**src/rtl/erm_pkg.sv**
```systemverilog
package erm_pkg;

    // Window and derived widths
    localparam int WINDOW = 5;
    localparam int SLOT_W = (WINDOW > 1) ? $clog2(WINDOW) : 1;
    localparam int CNT_W  = $clog2(WINDOW + 1);

    // Field widths
    localparam int WIDTH_W = 16;
    localparam int DIST_W  = 15;
    localparam int KEY_W   = DIST_W + 1;

    // Distance scale: (width * 281) >> 10 gives 1/16 cm units
    localparam int SCALE_W = 9;
    localparam logic [SCALE_W-1:0] DIST_SCALE = SCALE_W'(281);
    localparam int DIST_SHIFT = 10;
    localparam int PROD_W = WIDTH_W + SCALE_W;

    // Sort key of an invalid reading: above every valid distance
    localparam logic [KEY_W-1:0] KEY_INVALID = {1'b1, {DIST_W{1'b0}}};

    // Configuration registers
    localparam int CFG_IDX_W = 1;
    localparam logic [CFG_IDX_W-1:0] REG_MIN_RANGE = 1'b0;
    localparam logic [CFG_IDX_W-1:0] REG_MAX_RANGE = 1'b1;
    localparam logic [DIST_W-1:0] MIN_RANGE_RST = DIST_W'(32);
    localparam logic [DIST_W-1:0] MAX_RANGE_RST = DIST_W'(6400);

    // Sequencer states
    typedef enum logic [2:0] {
        ST_IDLE,
        ST_MUL,
        ST_WRITE,
        ST_RD_CAND,
        ST_LD_CAND,
        ST_CMP,
        ST_DONE
    } state_t;

    // Control of the rank accumulator
    typedef struct packed {
        logic clear;
        logic step;
    } rank_ctl_t;

endpackage

```
**src/rtl/erm_ram.sv**
```systemverilog
module erm_ram #(
    parameter int WIDTH = 16,
    parameter int DEPTH = 8,
    parameter int AW    = (DEPTH > 1) ? $clog2(DEPTH) : 1
) (
    input  logic             clk,
    input  logic             we,
    input  logic [AW-1:0]    waddr,
    input  logic [WIDTH-1:0] wdata,
    input  logic [AW-1:0]    raddr,
    output logic [WIDTH-1:0] rdata
);

    logic [WIDTH-1:0] mem [DEPTH];
    logic [WIDTH-1:0] rdata_reg;

    // One write port, one registered read port
    always_ff @(posedge clk)
    begin
        if (we)
        begin
            mem[waddr] <= wdata;
        end
        rdata_reg <= mem[raddr];
    end

    assign rdata = rdata_reg;

endmodule

```
**src/rtl/erm_rank.sv**
```systemverilog
module erm_rank (
    input  logic                      clk,
    input  logic                      rst_n,
    input  erm_pkg::rank_ctl_t        ctl,
    input  logic [erm_pkg::KEY_W-1:0] key_j,
    input  logic [erm_pkg::KEY_W-1:0] cand,
    input  logic [erm_pkg::SLOT_W-1:0] idx_j,
    input  logic [erm_pkg::SLOT_W-1:0] idx_i,
    output logic [erm_pkg::CNT_W-1:0] rank_sum
);

    import erm_pkg::*;

    logic             less;
    logic [CNT_W-1:0] rank_reg;
    logic [CNT_W-1:0] rank_next;

    // Stable ordering: equal keys rank by slot index
    assign less = (key_j < cand) || ((key_j == cand) && (idx_j < idx_i));
    assign rank_sum = rank_reg + CNT_W'(less);

    always_comb
    begin
        rank_next = rank_reg;
        if (ctl.clear)
        begin
            rank_next = '0;
        end
        else if (ctl.step)
        begin
            rank_next = rank_sum;
        end
    end

    always_ff @(posedge clk or negedge rst_n)
    begin
        if (!rst_n)
        begin
            rank_reg <= '0;
        end
        else
        begin
            rank_reg <= rank_next;
        end
    end

endmodule

```
**src/rtl/echo_range_median_filter.sv**
```systemverilog
// Echo range median filter. Each beat on the input carries one echo width
// in microseconds; it is scaled to 1/16 cm, range checked, written into a
// five-entry ring, and one result beat returns the upper median of the
// entries filled so far (invalid readings sort last). The block takes one
// item at a time and holds in_stall high while it works. A single comparator
// ranks each candidate against every filled entry (1 to 5 of them), read
// one per cycle from the ring RAM; candidates are tried in slot order until
// the median is found, and the result may then wait for the output register
// to drain. Configuration writes are taken any time.
module echo_range_median_filter (
    input  logic                          clk,
    input  logic                          rst_n,
    // configuration
    input  logic                          cfg_we,
    input  logic [erm_pkg::CFG_IDX_W-1:0] cfg_index,
    input  logic [erm_pkg::DIST_W-1:0]    cfg_data,
    // input channel
    input  logic                          in_valid,
    output logic                          in_stall,
    input  logic [erm_pkg::WIDTH_W-1:0]   echo_width_us,
    // output channel
    output logic                          out_valid,
    input  logic                          out_stall,
    output logic [erm_pkg::DIST_W-1:0]    median_distance,
    output logic                          median_valid,
    output logic                          raw_valid
);

    import erm_pkg::*;

    state_t state_reg, state_next;

    // Configuration registers
    logic [DIST_W-1:0] min_range_reg;
    logic [DIST_W-1:0] max_range_reg;

    // Item datapath
    logic [WIDTH_W-1:0] width_reg;
    logic [DIST_W-1:0]  dist_reg;
    logic [PROD_W-1:0]  prod;
    logic               ok;
    logic               raw_ok_reg, raw_ok_next;

    // Ring bookkeeping
    logic [SLOT_W-1:0] slot_reg, slot_next;
    logic              full_reg, full_next;
    logic [CNT_W-1:0]  count_reg, count_next;
    logic [CNT_W-1:0]  slot_inc;
    logic              slot_wrap;

    // Rank search
    logic [SLOT_W-1:0] cand_idx_reg, cand_idx_next;
    logic [SLOT_W-1:0] j_reg, j_next;
    logic [KEY_W-1:0]  cand_reg, cand_next;
    logic [KEY_W-1:0]  rd_key;
    logic [CNT_W-1:0]  rank_sum;
    logic              j_last;
    logic              found;
    rank_ctl_t         rank_ctl;

    // RAM ports
    logic              ram_we;
    logic [SLOT_W-1:0] ram_raddr;
    logic [KEY_W-1:0]  ram_wdata;

    // Output register
    logic              out_valid_reg, out_valid_next;
    logic [DIST_W-1:0] med_dist_reg, med_dist_next;
    logic              med_ok_reg, med_ok_next;
    logic              raw_out_reg, raw_out_next;
    logic              out_free;

    logic in_beat;

    assign in_beat  = in_valid && !in_stall;
    assign out_free = !out_valid_reg || !out_stall;

    // Scale and range check
    assign prod = PROD_W'(width_reg) * PROD_W'(DIST_SCALE);
    assign ok   = (width_reg != '0) && (dist_reg >= min_range_reg)
                  && (dist_reg <= max_range_reg);
    assign ram_wdata = ok ? {1'b0, dist_reg} : KEY_INVALID;

    // Ring slot advance
    assign slot_inc  = CNT_W'(slot_reg) + CNT_W'(1);
    assign slot_wrap = (slot_inc == CNT_W'(WINDOW));

    // Search bookkeeping
    assign j_last = (CNT_W'(j_reg) == (count_reg - CNT_W'(1)));
    assign found  = (state_reg == ST_CMP) && j_last && (rank_sum == (count_reg >> 1));

    erm_ram #(
        .WIDTH (KEY_W),
        .DEPTH (WINDOW)
    ) u_ring (
        .clk   (clk),
        .we    (ram_we),
        .waddr (slot_reg),
        .wdata (ram_wdata),
        .raddr (ram_raddr),
        .rdata (rd_key)
    );

    erm_rank u_rank (
        .clk      (clk),
        .rst_n    (rst_n),
        .ctl      (rank_ctl),
        .key_j    (rd_key),
        .cand     (cand_reg),
        .idx_j    (j_reg),
        .idx_i    (cand_idx_reg),
        .rank_sum (rank_sum)
    );

    // Next state
    always_comb
    begin
        state_next = state_reg;
        unique case (state_reg)
            ST_IDLE:
            begin
                if (in_valid)
                begin
                    state_next = ST_MUL;
                end
            end
            ST_MUL:     state_next = ST_WRITE;
            ST_WRITE:   state_next = ST_RD_CAND;
            ST_RD_CAND: state_next = ST_LD_CAND;
            ST_LD_CAND: state_next = ST_CMP;
            ST_CMP:
            begin
                if (found)
                begin
                    state_next = ST_DONE;
                end
                else if (j_last)
                begin
                    state_next = ST_RD_CAND;
                end
            end
            ST_DONE:
            begin
                if (out_free)
                begin
                    state_next = ST_IDLE;
                end
            end
            default:    state_next = ST_IDLE;
        endcase
    end

    // Datapath control and register next values
    always_comb
    begin
        in_stall       = (state_reg != ST_IDLE);
        ram_we         = 1'b0;
        ram_raddr      = cand_idx_reg;
        rank_ctl       = '0;
        raw_ok_next    = raw_ok_reg;
        slot_next      = slot_reg;
        full_next      = full_reg;
        count_next     = count_reg;
        cand_idx_next  = cand_idx_reg;
        j_next         = j_reg;
        cand_next      = cand_reg;
        out_valid_next = out_valid_reg && out_stall;
        med_dist_next  = med_dist_reg;
        med_ok_next    = med_ok_reg;
        raw_out_next   = raw_out_reg;
        unique case (state_reg)
            ST_WRITE:
            begin
                ram_we        = 1'b1;
                raw_ok_next   = ok;
                slot_next     = slot_wrap ? '0 : SLOT_W'(slot_inc);
                full_next     = full_reg || slot_wrap;
                count_next    = (full_reg || slot_wrap) ? CNT_W'(WINDOW) : slot_inc;
                cand_idx_next = '0;
            end
            ST_RD_CAND:
            begin
                ram_raddr = cand_idx_reg;
            end
            ST_LD_CAND:
            begin
                // candidate key arrives; start reading entry 0
                cand_next     = rd_key;
                ram_raddr     = '0;
                j_next        = '0;
                rank_ctl.clear = 1'b1;
            end
            ST_CMP:
            begin
                ram_raddr     = SLOT_W'(CNT_W'(j_reg) + CNT_W'(1));
                rank_ctl.step = 1'b1;
                j_next        = SLOT_W'(CNT_W'(j_reg) + CNT_W'(1));
                if (j_last)
                begin
                    cand_idx_next = SLOT_W'(CNT_W'(cand_idx_reg) + CNT_W'(1));
                end
            end
            ST_DONE:
            begin
                if (out_free)
                begin
                    out_valid_next = 1'b1;
                    med_ok_next    = !cand_reg[KEY_W-1];
                    med_dist_next  = cand_reg[KEY_W-1] ? '0 : cand_reg[DIST_W-1:0];
                    raw_out_next   = raw_ok_reg;
                end
            end
            default:
            begin
            end
        endcase
    end

    // Control registers
    always_ff @(posedge clk or negedge rst_n)
    begin
        if (!rst_n)
        begin
            state_reg     <= ST_IDLE;
            min_range_reg <= MIN_RANGE_RST;
            max_range_reg <= MAX_RANGE_RST;
            slot_reg      <= '0;
            full_reg      <= 1'b0;
            count_reg     <= '0;
            cand_idx_reg  <= '0;
            j_reg         <= '0;
            out_valid_reg <= 1'b0;
        end
        else
        begin
            state_reg     <= state_next;
            slot_reg      <= slot_next;
            full_reg      <= full_next;
            count_reg     <= count_next;
            cand_idx_reg  <= cand_idx_next;
            j_reg         <= j_next;
            out_valid_reg <= out_valid_next;
            if (cfg_we)
            begin
                unique case (cfg_index)
                    REG_MIN_RANGE: min_range_reg <= cfg_data;
                    REG_MAX_RANGE: max_range_reg <= cfg_data;
                    default:
                    begin
                    end
                endcase
            end
        end
    end

    // Payload registers
    always_ff @(posedge clk)
    begin
        if (in_beat)
        begin
            width_reg <= echo_width_us;
        end
        if (state_reg == ST_MUL)
        begin
            dist_reg <= prod[DIST_SHIFT +: DIST_W];
        end
        raw_ok_reg   <= raw_ok_next;
        cand_reg     <= cand_next;
        med_dist_reg <= med_dist_next;
        med_ok_reg   <= med_ok_next;
        raw_out_reg  <= raw_out_next;
    end

    assign out_valid       = out_valid_reg;
    assign median_distance = med_dist_reg;
    assign median_valid    = med_ok_reg;
    assign raw_valid       = raw_out_reg;

endmodule

```
**config.mk**
```make
export PLATFORM = sky130hd
export DESIGN_NAME = echo_range_median_filter
export DESIGN_NICKNAME = d
export VERILOG_FILES = /design/src/rtl/erm_pkg.sv /design/src/rtl/erm_ram.sv /design/src/rtl/erm_rank.sv /design/src/rtl/echo_range_median_filter.sv
export SDC_FILE = /design/constraint.sdc
export NUM_CORES = 1
export LEC_CHECK = 0
export BUFFER_PORTS_ARGS = -buffer_cell sky130_fd_sc_hd__clkbuf_2
export CORE_MARGIN = 2
export CORE_UTILIZATION = 40
export CTS_BUF_LIST = sky130_fd_sc_hd__clkbuf_8
export CTS_CLUSTER_SIZE = 10
export DETAILED_ROUTE_END_ITERATION = 10
export PLACE_DENSITY = 0.61
export REMOVE_ABC_BUFFERS = 1
export SLEW_MARGIN = 5
export SYNTH_ARGS = -nofsm -noshare
export SYNTH_HDL_FRONTEND = slang
export SYNTH_SLANG_ARGS = --single-unit
```
**constraint.sdc**
```tcl
create_clock -name clk -period 7.2 [get_ports clk]
set_input_delay 0.36 -clock clk [delete_from_list [all_inputs] [get_ports clk]]
set_output_delay 0.36 -clock clk [all_outputs]
set_load 0.02 [all_outputs]
```
Word-level counts from Yosys, hierarchy flattened --
Memories as Yosys holds them, arrays and structs flattened. A register that Yosys moved wholly into a read port is not among the register bits. Cells that the tools add are included.
Word-level totals: bits in writable memories 80, memories kept 1, input port bits 37, word-level logic and storage cells 89, register bits after elaboration 115
Memory list:
- u_ring.mem | depth 5, width 16, rd ports 1, clocked after Yosys merged registers in 1, wr ports 1, line erm_ram.sv:14 | logic [WIDTH-1:0] mem [DEPTH];
Cells by class: reduce and logical (&&, ||, !) cells 25, $add $sub $neg 5, magnitude comparators 4, bitwise gates (word level) 1, equality and inequality tests 14, multiplexer cells 21, multiply operators 1
Operators with widths (count):
- $mux 3 | 9
- $mul 16x9->25 const B | 1
- $pmux 3 s7 | 1
- $pmux 3 s2 | 3
- $eq 16x16->1 | 1
- $lt 16x16->1 | 1
- $mux 16 | 1
- $reduce_bool 16->1 | 1
- $ge 15x15->1 | 1
- $le 15x15->1 | 1
- $eq 3x3->1 const B | 4
- $add 3x1->3 const B | 3
- $reduce_and 2->1 | 4
- $logic_and 1x1->1 | 7
- $mux 1 | 7
- $eq 3x2->1 const B | 2
- $ne 2x2->1 const B | 3
- $reduce_bool 2->1 | 3
- $logic_not 1->1 | 4
- $add 3x1->3 | 1
- $eq 3x1->1 const B | 1
- $eq 3x2->1 | 1
- $eq 3x3->1 | 1
- $logic_not 3->1 | 1
- other kinds (7) | 9

Logic depth before layout (Yosys ltp) --
depth in word-level cells 8, mapped depth 14

Modules after synthesis --
A second synthesis with hierarchy kept.
Unflattened totals: cell total of the unflattened synthesis 952, area total of the unflattened synthesis 11579.9 um^2
Modules (own cells, without submodules):
- echo_range_median_filter | instances 1, sequential area each 3133.0 um^2, area an instance 7455.9 um^2, cells an instance 681
- erm_ram | instances 1, sequential area each 2722.6 um^2, area an instance 3502.1 um^2, cells an instance 194
- erm_rank | instances 1, sequential area each 75.1 um^2, area an instance 621.8 um^2, cells an instance 77

Worst setup path before layout --
No wires, ideal clock.
kind register to register, start point reg width_reg[9], end point reg dist_reg[12], data pin, buffers on the path 0, cell stages (with the launch flop) 14, path slack 3.542 ns, clock period less this slack 3.658 ns, setup time 0.258 ns, arrival 3.400 ns, cells stage by stage edfxtp_1 ha_1 ha_1 fa_1 inv_1 fa_1 inv_1 ha_1 a211oi_1 nand2_1 nor4b_2 o21ai_1 a31oi_1 xnor2_1
On the way: longest elaborated chain between the ends 1
RTL lines:
- from (decl) | line echo_range_median_filter.sv:38 | logic [WIDTH_W-1:0] width_reg;
- from (signal assigned) | line echo_range_median_filter.sv:261 | width_reg <= echo_width_us;
- $mul 16x9->25 | line echo_range_median_filter.sv:79 | assign prod = PROD_W'(width_reg) * PROD_W'(DIST_SCALE);
- net prod[22] | line echo_range_median_filter.sv:40 | logic [PROD_W-1:0] prod;
- to (signal assigned) | line echo_range_median_filter.sv:265 | dist_reg <= prod[DIST_SHIFT +: DIST_W];
- to (decl) | line echo_range_median_filter.sv:39 | logic [DIST_W-1:0] dist_reg;
The timed path passes the listed nets, and every way through them passes these cells. A chain may end at the register's enable or synchronous reset.

Final worst setup path --
start point reg width_reg[8], end point reg dist_reg[14], data pin
Same word-level chain as after synthesis.

==> flow_summary.ini <==
[drt]
drtAntennaViolNets = 0
drtIter0Drc = 306
via_per_inst = 4.734
drc_errors = 0
first_pass_iters = 4
drt_wl_total_um = 21100
dr_total_vias = 6963
wl_per_cell_um = 14.34

[power_and_ir_drop]
p_total_uw = 5614
cellPowerDensity_nw_per_um2 = 429.1
p_leak_uw = 0.005767
ir_drop_uv = 228.8

[global_routing]
overflow = 0
grt_pass1_vias = 7463
antenna_found_initial = 0
grt_pass1_wl_um = 36010
grt_max_degree = 51
grt.total_usage_pct = 14.70

[timing]
finClkSkew_ns = 0.01556
setup_viol = 0
worstMarginPinSlew_ns = 1.105
finalHoldViolCount = 0
period_share_pct = 53.75
max-slew-margin-rel_pct = 26.32
rsz0062_at_grt = false
min_period_ns = 3.870
final.setup.tns_ns = 0
finalMaxSlewViolations = 0
fmax_mhz = 258.4

[finish]
drive_gt1_share_pct = 16.74
nNetsFinal = 1246
fillers = 2657
final_cell_area_um2 = 13080
regArea_um2 = 5931
top_register = u_ring.mem
multi_input_area_um2 = 4858
syn_to_final_growth_pct = 13.58
diodes = 0
largest_reg_flops = 80

[placed_design]
dpl-instance-area_um2 = 12180
dp_hpwl_um = 15120
gp_congestion = 0.8150
io_buffers = 55

[synthesis]
synth.mux.area_fraction_pct = 1.651
avgSynthCellArea_um2 = 11.99
synth_adder_area_share_pct = 17.94
async_flop_share_pct = 23.70
ys.flop_type = edfxtp_1
netlist_area_um2 = 11520
synth_top_family_by_area = adder cells
synth_compound_area_share_pct = 10.80
synth-xor-area-share_pct = 1.445
synth_edf_count = 145
yosys_warnings = 0
syn_inst = 961
ys_types = 72
ys_seq_elements = 211
ys_seq_area_share_pct = 51.49
synth_simple_gate_area_share_pct = 10.05

[critical_path]
criticalPathCategory = reg2reg
cp.required_ns = 7.47
cpPeakStageDelay_ns = 0.52
crit_chain = inv_1 -> ha_1 -> ha_1 -> inv_1 -> fa_1 -> inv_1 -> fa_1 -> ha_1 -> a21o_1 -> nand2_1 -> nand4b_1 -> a31oi_2 -> o21ai_1 -> and2_1
crit_arrival_ns = 4.14
startpoint_type = flop
cpMaxStageDelayCell = fa_1
crit_fanout = 5
worstSetupEndpointType = flop

[hold_path]
hold_path.class = in2reg

[die]
start_util_pct = 40.35
die_h_um = 173.7
die_x_um = 173.7
dieArea_um2 = 30170
placementRows = 62
boundaryPins = 56
core-area_um2 = 28550

[clock_tree]
cts_resized = 0
cts_num_sinks = 211
cts_buffer_depth = 3
clock_latency_ns = 0.53
cts_tree = yes
clk_pin_slew_worst_paths_ns = 0.06
cts_buffers = 38
cts_root_buf = clkbuf_8
htree_levels = 2

[status]
status = finished, final reports clean

[job]
drv_cap = 0
## path summary, 6_finish.rpt
kind / end / startpoint / slack, ns / cells past startpoint
min reg2reg: cand_reg[0] / u_ring.rdata[0] / 0.43 / 0
max reg2reg: dist_reg[14] / width_reg[8] / 3.33 / 14
max: dist_reg[14] / width_reg[8] / 3.33 / 14
min in group asynchronous: u_rank.rank_reg[2] / rst_n / 0.47 / 3
min: min_range_reg[13] / cfg_data[13] / 0.06 / 3
max in group asynchronous: max_range_reg[13] / rst_n / 6.24 / 3
## timing repair
item / in CTS / in global routing
buffers inserted: 0 / 0
hold buffers: 17 / 0
hold endpoints to repair: 62 / 0
## metal layers
metal  routed length (um)  GRT usage, %
met1                 9408         17.79
met2                10400         26.02
met3                  701         2.719
met4                  583         5.637
met5                    0             0
## worst max-delay path, delay by kind of cell, from the launching register on
family                     cells  cell delay [ns]
DFF                            1             0.46
and+or+nand+nor                3             0.38
buffers and inverters          3             0.17
AOI/OAI and AO/OA              3             0.68
adders and majority gates      5             1.92
## layout by cell type, fill, tap and decap left out, types with 12 or more instances in the layout
master	n
dlygate4sd3_1	17
xnor2_1	14
ha_1	130
clkbuf_8	42
a211oi_2	14
edfxtp_1	145
nor2_1	33
fa_1	22
dfxtp_1	16
a21oi_1	26
a311oi_1	16
nand4_1	12
nand2_1	80
inv_1	161
nor2b_1	23
o21ai_1	14
o21ai_0	38
clkbuf_2	55
nand3_1	13
mux2_2	16
a21o_1	28
dfrtp_1	46
## cells by family (layout without fill, tap and decap cells)
| group | Yosys count | in the layout |
|---|---|---|
| AOI/OAI and AO/OA | 172 | 172 |
| xor gates and xnor gates | 19 | 19 |
| adders and majority gates | 152 | 152 |
| buffers and inverters | 175 | 301 |
| DFF | 211 | 211 |
| muxes | 17 | 17 |
| and+or+nand+nor | 215 | 215 |
## report_power, final
part / internal, uW / switching [uW]
combinational: 1060 / 1500
sequential: 1770 / 211
clock: 579 / 493
total: 3410 / 2200
## synthesized netlist by cell type, types with 13 or more instances
library cell / count / share of area, %
edfxtp_1: 145 / 38
a21o_1: 28 / 1.8
mux2_2: 16 / 1.6
a21oi_1: 26 / 1.1
inv_1: 149 / 4.9
dfxtp_1: 16 / 2.8
nand2_1: 80 / 2.6
nand3_1: 13 / 0.56
o21ai_1: 15 / 0.65
nor2b_1: 24 / 1.3
ha_1: 130 / 14
fa_1: 22 / 3.8
a211oi_2: 14 / 1.5
o21ai_0: 38 / 1.7
nor2_1: 35 / 1.1
a311oi_1: 16 / 1.2
xnor2_1: 14 / 1.1
dfrtp_1: 46 / 10
## metrics by stage
stage,setup WS [ns],util (%),cells,hold slack (ns)
floorplan,3.542,-,936,0.06441
global placement,3.353,42.65,1384,0.4122
detailed placement,3.316,42.65,1384,0.4204
CTS,3.310,45.83,1471,0.03270
global route,3.085,45.83,1471,0.05653
finish,3.330,45.83,1471,0.06399
## final cells by class
| class | count | area share (%) |
|---|---|---|
| Inverter | 150 | 4.304 |
| Sequential cell | 211 | 45.33 |
| Multi-Input combinational cell | 575 | 37.14 |
| Timing Repair Buffer | 81 | 3.921 |
| Tap cell | 384 | 3.673 |
| Clock buffer | 42 | 4.419 |
| Clock inverter | 28 | 1.215 |
No activity file was read; power rests on OpenSTA's default activity.
